$ cat config.mk
export PLATFORM = sky130hd
export DESIGN_NAME = lbmt_ctrl
export DESIGN_NICKNAME = d
export VERILOG_FILES = /design/src/sv/learning_bridge_mac_table_defines.svh /design/src/sv/lbmt_pkg.sv /design/src/sv/lbmt_ctrl.sv
export SDC_FILE = /design/constraint.sdc
export NUM_CORES = 1
export LEC_CHECK = 0
export BUFFER_PORTS_ARGS = -buffer_cell sky130_fd_sc_hd__buf_2
export CAP_MARGIN = 20
export CORE_AREA = 2 2 39 41
export CTS_CLUSTER_DIAMETER = 150
export DETAILED_ROUTE_END_ITERATION = 10
export DIE_AREA = 0 0 41 43
export GPL_ROUTABILITY_DRIVEN = 0
export PLACE_DENSITY_LB_ADDON = 0.3
export SYNTH_ARGS = -nofsm -noshare
export SYNTH_HDL_FRONTEND = slang
export SYNTH_SLANG_ARGS = --single-unit
$ cat constraint.sdc
create_clock -name clk_i -period 1.8 [get_ports clk_i]
set_clock_uncertainty 0.05 [all_clocks]
set_input_delay 0.18 -clock clk_i [delete_from_list [all_inputs] [get_ports clk_i]]
set_output_delay 0.18 -clock clk_i [all_outputs]
set_load 0.005 [all_outputs]
$ cat src/sv/learning_bridge_mac_table_defines.svh
// Assertion macros shared by the learning bridge address table RTL.
`ifndef LEARNING_BRIDGE_MAC_TABLE_DEFINES_SVH
`define LEARNING_BRIDGE_MAC_TABLE_DEFINES_SVH

// Checks that the consequent holds in the same cycle as the antecedent.
`define LBMT_ASSERT_SAME(lbl, ante, cons, msg) \
  lbl: assert property (@(posedge clk_i) disable iff (!rst_ni) (ante) |-> (cons)) \
    else $error(msg);

// Checks that the consequent holds in the cycle after the antecedent.
`define LBMT_ASSERT_NEXT(lbl, ante, cons, msg) \
  lbl: assert property (@(posedge clk_i) disable iff (!rst_ni) (ante) |=> (cons)) \
    else $error(msg);

`endif

$ cat src/sv/lbmt_pkg.sv
// Package with the table geometry, shared types, codes and the hash function.
`default_nettype none

package lbmt_pkg;

  // Table geometry.
  localparam int TABLE_ENTRIES = 8192;
  localparam int SLOT_W        = $clog2(TABLE_ENTRIES);
  localparam int ADDR_W        = 48;
  localparam int PORT_W        = 4;

  typedef logic [SLOT_W-1:0] slot_t;
  typedef logic [ADDR_W-1:0] mac_t;
  typedef logic [PORT_W-1:0] port_t;

  // Learn status codes.
  localparam logic [1:0] LS_UPDATED     = 2'd0;
  localparam logic [1:0] LS_INSERTED    = 2'd1;
  localparam logic [1:0] LS_FULL        = 2'd2;
  localparam logic [1:0] LS_NOT_LEARNED = 2'd3;

  // Operating modes.
  localparam logic MODE_FRAME  = 1'b0;
  localparam logic MODE_LOOKUP = 1'b1;

  // One table slot as stored in memory.
  typedef struct packed {
    logic  valid;
    mac_t  addr;
    port_t port;
  } entry_t;

  // Commands from the controller to the datapath.
  typedef struct packed {
    logic load_in;
    logic start_dst;
    logic start_src;
    logic probe_next;
    logic dst_hit;
    logic src_upd;
    logic src_ins;
    logic src_full;
    logic clr_wr;
    logic out_load;
  } cmd_t;

  // Status from the datapath to the controller.
  typedef struct packed {
    logic mode;
    logic dst_group;
    logic src_group;
    logic hit;
    logic empty;
    logic last;
    logic clr_last;
  } sts_t;

  // Home slot: XOR of the three byte-swapped 16-bit words, masked to the table.
  function automatic slot_t home_slot(input mac_t a);
    logic [15:0] w0;
    logic [15:0] w1;
    logic [15:0] w2;
    logic [15:0] h;
    w0 = {a[39:32], a[47:40]};
    w1 = {a[23:16], a[31:24]};
    w2 = {a[7:0],   a[15:8]};
    h  = w0 ^ w1 ^ w2;
    return h[SLOT_W-1:0];
  endfunction

  // Group addresses have bit 0 of the first byte set.
  function automatic logic is_group(input mac_t a);
    return a[40];
  endfunction

endpackage

`default_nettype wire

$ cat src/sv/lbmt_ctrl.sv
// Controller: clearing sweep, probe sequencing and the handshakes.
`default_nettype none

module lbmt_ctrl (
  input  wire logic            clk_i,
  input  wire logic            rst_ni,
  input  wire logic            in_valid_i,
  output logic                 in_ready_o,
  output logic                 out_valid_o,
  input  wire logic            out_ready_i,
  input  wire lbmt_pkg::sts_t  sts_i,
  output lbmt_pkg::cmd_t       cmd_o
);

  localparam logic [3:0] S_CLEAR   = 4'd0;
  localparam logic [3:0] S_IDLE    = 4'd1;
  localparam logic [3:0] S_START_D = 4'd2;
  localparam logic [3:0] S_RD_D    = 4'd3;
  localparam logic [3:0] S_CK_D    = 4'd4;
  localparam logic [3:0] S_START_S = 4'd5;
  localparam logic [3:0] S_RD_S    = 4'd6;
  localparam logic [3:0] S_CK_S    = 4'd7;
  localparam logic [3:0] S_DONE    = 4'd8;

  logic [3:0] state_q, state_d;
  logic       out_valid_q, out_valid_d;

  assign in_ready_o  = (state_q == S_IDLE);
  assign out_valid_o = out_valid_q;

  // Next state and commands.
  always_comb begin
    state_d = state_q;
    cmd_o   = '0;
    case (state_q)
      S_CLEAR: begin
        cmd_o.clr_wr = 1'b1;
        if (sts_i.clr_last) begin
          state_d = S_IDLE;
        end
      end
      S_IDLE: begin
        if (in_valid_i) begin
          cmd_o.load_in = 1'b1;
          state_d       = S_START_D;
        end
      end
      S_START_D: begin
        if ((sts_i.mode == lbmt_pkg::MODE_FRAME) && sts_i.dst_group) begin
          state_d = S_START_S;
        end else begin
          cmd_o.start_dst = 1'b1;
          state_d         = S_RD_D;
        end
      end
      S_RD_D: begin
        state_d = S_CK_D;
      end
      S_CK_D: begin
        if (sts_i.hit || sts_i.empty || sts_i.last) begin
          cmd_o.dst_hit = sts_i.hit;
          state_d       = (sts_i.mode == lbmt_pkg::MODE_LOOKUP) ? S_DONE : S_START_S;
        end else begin
          cmd_o.probe_next = 1'b1;
          state_d          = S_RD_D;
        end
      end
      S_START_S: begin
        if (sts_i.src_group) begin
          state_d = S_DONE;
        end else begin
          cmd_o.start_src = 1'b1;
          state_d         = S_RD_S;
        end
      end
      S_RD_S: begin
        state_d = S_CK_S;
      end
      S_CK_S: begin
        if (sts_i.hit) begin
          cmd_o.src_upd = 1'b1;
          state_d       = S_DONE;
        end else if (sts_i.empty) begin
          cmd_o.src_ins = 1'b1;
          state_d       = S_DONE;
        end else if (sts_i.last) begin
          cmd_o.src_full = 1'b1;
          state_d        = S_DONE;
        end else begin
          cmd_o.probe_next = 1'b1;
          state_d          = S_RD_S;
        end
      end
      S_DONE: begin
        if (!out_valid_q || out_ready_i) begin
          cmd_o.out_load = 1'b1;
          state_d        = S_IDLE;
        end
      end
      default: begin
        state_d = S_IDLE;
      end
    endcase
  end

  // The output valid flag follows loads and output transfers.
  always_comb begin
    out_valid_d = out_valid_q;
    if (cmd_o.out_load) begin
      out_valid_d = 1'b1;
    end else if (out_ready_i) begin
      out_valid_d = 1'b0;
    end
  end

  always_ff @(posedge clk_i or negedge rst_ni) begin
    if (!rst_ni) begin
      state_q     <= S_CLEAR;
      out_valid_q <= 1'b0;
    end else begin
      state_q     <= state_d;
      out_valid_q <= out_valid_d;
    end
  end

endmodule

`default_nettype wire

# Yosys cells after proc, flatten, opt, wreduce, memory -nomap -nowiden
# Index checks and enable logic that the tools add are counted.
# W data, S select, Z words.
# word_totals
ff_bits	5
latchBits	0
ram_bits	0
mem_bits_ro	0
out_inout_bits	12
word_cells	57
mem_count	0
# op_classes
n_addsub	0
multipliers	0
n_div	0
n_lt_le_gt_ge	0
n_eq_ne	11
shift	0
n_mux	35
bitwise_logic	1
n_reduce_logical	8
# ops
cell	count
$mux W4	9
$pmux W4 S9	1
$mux W1	21
$eq A4 B3 Y1 const B	4
$eq A4 B2 Y1 const B	2
$mux W3	2
$ne A2 B2 Y1 const B	3
$eq A4 B1 Y1 const B	1
$eq A4 B4 Y1 const B	1
$logic_not A4 Y1	1
$logic_or A1 B1 Y1	3
$reduce_and A3 Y1	1
$mux W2	1
$pmux W1 S2	1
$reduce_bool A2 Y1	1
$logic_and A1 B1 Y1	1
$logic_not A1 Y1	1
$not A1 Y1	1

# Longest topological paths before layout
# Gate-level depths: netlist of the first run.
# depth
word_depth	5
depth_mapped	4

# Worst setup path before layout of the first run
# OpenSTA, ideal clock, no wires.
# synth_path
path_type	register to output
start	register state_q[0]
end	output port cmd_o[0] (netlist bit)
t_arrival_ns	1.297
slack_ns	0.273
path_stages_with_launch	5
n_path_buf	2
path_cell_list	dfrtp_1 > buf_2 > or4b_1 > nor2b_1 > buf_4
# synth_rtl
element	line	text
start: declaration	lbmt_ctrl.sv:25	logic [3:0] state_q, state_d;
start signal: assignment	lbmt_ctrl.sv:121	state_q <= state_d;
end: declaration	lbmt_ctrl.sv:12	output lbmt_pkg::cmd_t cmd_o

==> reports/metrics.cfg, run 1 <==
[finish]
drive_above_1_share_pct=48.1
final_common_cell=buf_2
area_growth_pct=38.9
antennaDiodeCount=0
layout_common_cells=buf_2 (22), nor2_1 (5), dfrtp_1 (4)
layout.cells.non_filler=93
fin_nets=89
final_cell_area_um2=643

[floorplan]
die_y_um=43
dieArea_mm2=0.00176
die_x_um=41
core_mm2=0.00138
fp-row-count=14
io_pins=23
initial_core_util_pct=33.5

[synthesis]
avgSynthCellArea_um2=9.08
seq_area_frac_synth_pct=27.0
synth_cell_types=32
syn-num-nets=62
synth_top_area_share_pct=27.0
yosysTopAreaCell=dfrtp_1
netlist_area_um2=463
ys_seq_elements=5
synth_area_leaders=dfrtp_1 (27%), nor4b_4 (5.1%), nand2b_1 (4.1%)
synth_warnings=0
syn-instance-count=51

[clock_tree]
clock_sinks=5
clk_latency_ns=0.23
htree_levels=1
cts.path.max_buffers=2
root_buffer=clkbuf_4
clk_pin_slew_ns=0.04
cts_tree=built
cts_buffers=3

[placed_design]
dpl.cell_count=87
dp_hpwl_um=836
port_buffers=22
place_area_um2=586

[timing]
finalSetupViolations=0
min_period_ns=1.74
rsz0062_at_grt=no
max_clock_freq_mhz=576
hold_violations=0
final.period_utilization_pct=96.4
maxSlewViolCount=0
timing.setup.tns_ns=0
tightest_slew_ns=0.326
slew_headroom_pct=78.2

[global_routing]
grt_pass1_wl_mm=1.68
grtUsageMet2_pct=19.4
grt_pass1_vias=411
use_met1_pct=19.7
top_usage_layer=met1
grt.overflow.total=0
met3_usage_pct=1.57
grt_antenna_before_repair=0
grt_max_degree=11
grtUsageTotal_pct=13.8

[critical_path]
crit_required_ns=1.57
endpoint_kind=output pin
worstPathArrival_ns=1.51
path_cells=or4b_4, nor2b_1, buf_2
crit-reg2reg-launch=state_q[2]
path_class=register to output pin
path_max_fanout=8
reg2reg_to=state_q[1]
rrSetupSlack_ns=0.29
crit_slowest_cell=or4b_4
cp-start-kind=register
max_stage_delay_ns=0.58
r2r_cells=4

[route]
drc=0
drt_wl_total_mm=1.08
vias=475
drtAntennaViolNets=0
drtIter0Drc=4
vias_per_cell=5.11
drt-wirelength-per-cell_um=11.6
dr.pass1.iters=2

[power_and_ir_drop]
p_leak_nw=0.303
p_per_area_mw_per_mm2=1160
vdd_drop_max_v=0.000719

[hold_path]
min_to=state_q[3]
hp-class=input port to register
min_from=sts_i[6]
holdPathStages=2

[outcome]
status=complete, no violations

[flow_run]
maxCapViolations=0

[repair_timing]
action | 4_1_cts | 5_1_grt
hold endpoints to repair | 5 | 0
hold buffers | 1 | 0
setup buffers | 0 | 1
endpoints found under the setup margin | 0 | 5
gates resized for setup | 0 | 4
[flip-flops by register name, summed over array words and instances (netlist names)]
register	count
out_valid_o	1
state_q	4
[how the worst max path moves through the flow]
stage | startpoint | end | slack (ns) | cells past startpoint
3_3_place_gp | state_q[0] | state_q[1] | 0.27 | 4
5_1_grt | state_q[2] | cmd_o[8] | 0.002 | 3
6_report | state_q[2] | cmd_o[0] | 0.06 | 3
3_5_place_dp | state_q[1] | cmd_o[0] | 0.28 | 4
2_1_floorplan | state_q[0] | cmd_o[0] | 0.27 | 4
4_1_cts | state_q[1] | cmd_o[0] | 0.005 | 4
[power by group]
group          switching (W)  total [W]  internal (W)
Clock              0.0000404   0.000124     0.0000834
Combinational       0.000178   0.000395      0.000216
Sequential         0.0000715   0.000226      0.000154
[cells in the mapped netlist (all sizes together)]
cell and instances:
a31oi 1, and3 1, nor4b 2, o41a 1, or3 1, and2 3
o21ai 1, a21bo 1, nor4 1, nor3b 1, nor2b 3, nor4bb 1
a211oi 1, o21bai 1, nor3 3, a32oi 1, nand3b 2, a311o 1
buf 4, or4b 2, dfrtp 5, or3b 2, nand2b 4, nor2 5
nand2 2, mux2i 1
[per-layer routing]
layer / part of all wire [%] / vias to the layer above
li1: - / 242
met1: 45 / 227
met2: 52 / 6
met3: 2.4 / 0
met4: 0 / 0
met5: 0 / -
[stage by stage]
step	worst slack, ns	total power (W)	hold WS [ns]	utilization (%)
floorplan	0.273	0.000470	-0.166	-
global placement	0.268	0.000596	-0.0522	42.3
detailed placement	0.276	0.000593	-0.0538	42.3
CTS	0.00458	0.000726	0.195	44.9
global route	0.00249	0.000814	0.220	46.5
finish	0.0642	0.000744	0.197	46.5
[cells by family (layout without fill, tap and decap cells)]
group	Yosys count	after routing	share of synthesized area, %
muxes	1	1	2.16
AOI/OAI and AO/OA	8	8	14.3
and+or+nand+nor	33	33	51.6
buffers and inverters	4	30	4.86
DFF	5	5	27.0
[cell type report]
| type | count | area [um2] |
|---|---|---|
| fillers | 147 | 741 |
| multi-input cells | 42 | 324 |
| clock buffers | 4 | 26.3 |
| well taps | 16 | 20.0 |
| flip-flops and latches | 5 | 126 |
| repair buffers | 26 | 146 |
[worst max-delay path: cells and delay by family, from the launching register on]
| family | cells | cell delay [ns] |
|---|---|---|
| buffers and inverters | 1 | 0.11 |
| DFF | 1 | 0.47 |
| and+or+nand+nor | 2 | 0.69 |
No activity file was read; power rests on OpenSTA's default activity.
==> run 2, diff against run 1 <==
--- a/config.mk
+++ b/config.mk
@@ -13,6 +13,7 @@
 export DIE_AREA = 0 0 41 43
 export GPL_ROUTABILITY_DRIVEN = 0
 export PLACE_DENSITY_LB_ADDON = 0.3
+export RECOVER_POWER = 50
 export SYNTH_ARGS = -nofsm -noshare
 export SYNTH_HDL_FRONTEND = slang
 export SYNTH_SLANG_ARGS = --single-unit
==> reports/metrics.cfg, run 2 (synthesis results as in run 1) <==
[outcome]
status=complete, no violations  ; unchanged

[critical_path]
cp-start-kind=register  ; unchanged
endpoint_kind=output pin  ; unchanged
cp-startpoint=state_q[2]  ; unchanged
path_max_fanout=8  ; unchanged
path_class=register to output pin  ; unchanged
crit_required_ns=1.57  ; about the same
crit-reg2reg-launch=state_q[2]  ; unchanged
worstPathArrival_ns=1.51  ; about the same

[finish]
fin_util_pct=46.1  ; was 46.5%
final_common_cell=buf_2  ; unchanged
antennaDiodeCount=0  ; unchanged
fin_nets=89  ; unchanged
largest-register=state_q  ; unchanged
largest_reg_flops=4  ; unchanged
area_growth_pct=37.8  ; was 38.9%
drive_above_1_share_pct=45.5  ; was 48.1%
layout_common_cells=buf_2 (21), nor2_1 (5), dfrtp_1 (4)  ; was buf_2 (22), nor2_1 (5), dfrtp_1 (4)

[timing]
rsz0062_at_grt=no  ; unchanged
final.period_utilization_pct=96.4  ; about the same
timing.setup.tns_ns=0  ; unchanged
hold_violations=0  ; unchanged
slew_headroom_pct=78.1  ; was 78.2%
max_clock_freq_mhz=576  ; about the same
min_period_ns=1.74  ; about the same
maxSlewViolCount=0  ; unchanged
tightest_slew_ns=0.327  ; was 0.326 ns
finalSetupViolations=0  ; unchanged

[route]
drt_wl_total_mm=1.07  ; was 1.08 mm
drt-wirelength-per-cell_um=11.5  ; was 11.6 um
dr.pass1.iters=2  ; unchanged
vias_per_cell=5.12  ; was 5.11
vias=476  ; was 475
drtAntennaViolNets=0  ; unchanged
drtIter0Drc=5  ; was 4
drc=0  ; unchanged

[global_routing]
grt_antenna_before_repair=0  ; unchanged
grt.overflow.total=0  ; unchanged
grt_max_degree=11  ; unchanged
grtUsageTotal_pct=13.8  ; unchanged
grt_pass1_wl_mm=1.68  ; unchanged
grt_pass1_vias=411  ; unchanged

[clock_tree]
clk_latency_ns=0.23  ; about the same
cts.path.max_buffers=2  ; unchanged
clk_pin_slew_ns=0.04  ; about the same
root_buffer=clkbuf_4  ; unchanged
cts_buffers=3  ; unchanged
cts_tree=built  ; unchanged
htree_levels=1  ; unchanged
clock_sinks=5  ; unchanged

[floorplan]
die_y_um=43  ; unchanged
fp-row-count=14  ; unchanged
die_x_um=41  ; unchanged
initial_core_util_pct=33.5  ; unchanged
core_mm2=0.00138  ; unchanged
dieArea_mm2=0.00176  ; unchanged
io_pins=23  ; unchanged

[placed_design]
port_buffers=22  ; unchanged
dp_hpwl_um=836  ; unchanged

[flow_run]
maxCapViolations=0  ; unchanged

[power_and_ir_drop]
vdd_drop_max_v=0.000718  ; was 0.000719 V
p_per_area_mw_per_mm2=1160  ; about the same
p_leak_nw=0.298  ; was 0.303 nW

[hold_path]
hp-class=input port to register  ; unchanged
min_from=sts_i[6]  ; unchanged

-- run 2: changes by cell type in the layout (fill, tap and decap cells not counted) --
cell      before  now
clkbuf_1       1    2
buf_2         22   21
or4b_1         0    1
or4b_4         2    1
-- run 2: layout make-up --
cell class	count	area, um2
Clock buffer	4	26.3
Fill cell	150	746
Multi-Input combinational cell	42	320
Sequential cell	5	126
Tap cell	16	20.0
Timing Repair Buffer	26	145
-- run 2: report_power, final --
part,switching [W],total (W),internal (W)
Clock,0.0000404,0.000124,0.0000834
Combinational,0.000178,0.000393,0.000215
Sequential,0.0000715,0.000226,0.000154
Total,0.000290,0.000742,0.000452
-- run 2: stage by stage --
step | area [um2] | total power, W | worst slack, ns | hold WS (ns) | instances
final | 638 | 0.000742 | 0.0641 | 0.197 | 93
after global routing | 638 | 0.000812 | 0.00249 | 0.220 | 93
after CTS | 622 | 0.000726 | 0.00458 | 0.195 | 92
after detailed placement | 586 | 0.000593 | 0.276 | -0.0538 | 87
after global placement | 586 | 0.000596 | 0.268 | -0.0522 | 87
after floorplan | 463 | 0.000470 | 0.273 | -0.166 | 51
-- run 2: repair_timing --
| action | 4_1_cts | 5_1_grt |
|---|---|---|
| endpoints found under the hold margin | 5 | 0 |
| gates resized for setup | 0 | 4 |
| setup buffers | 0 | 1 |
| setup endpoints to repair | 0 | 5 |
| hold buffers | 1 | 0 |
-- run 2: path summary, 6_finish.rpt --
| path | to | slack, ns | cells past startpoint |
|---|---|---|---|
| max | cmd_o[0] | 0.06 | 3 |
| max in group asynchronous | state_q[0] | 1.21 | 2 |
| min reg2reg | out_valid_o | 0.49 | 2 |
| min in group asynchronous | state_q[1] | 0.27 | 2 |
| min | state_q[3] | 0.20 | 2 |
| max reg2reg | state_q[1] | 0.29 | 4 |
-- run 2: critical path, stage by stage (launching register included) --
cell,delay [ns]
dfrtp_1,0.47
or4b_4,0.58
nor2b_1,0.11
buf_2,0.11
-- run 2: layer usage --
metal,vias up,share of wire [%],track usage [%]
met5,-,0,0
met2,6,53,19.4
met1,228,45,19.7
met4,0,0,8.00
li1,242,-,-
met3,0,2.4,1.57
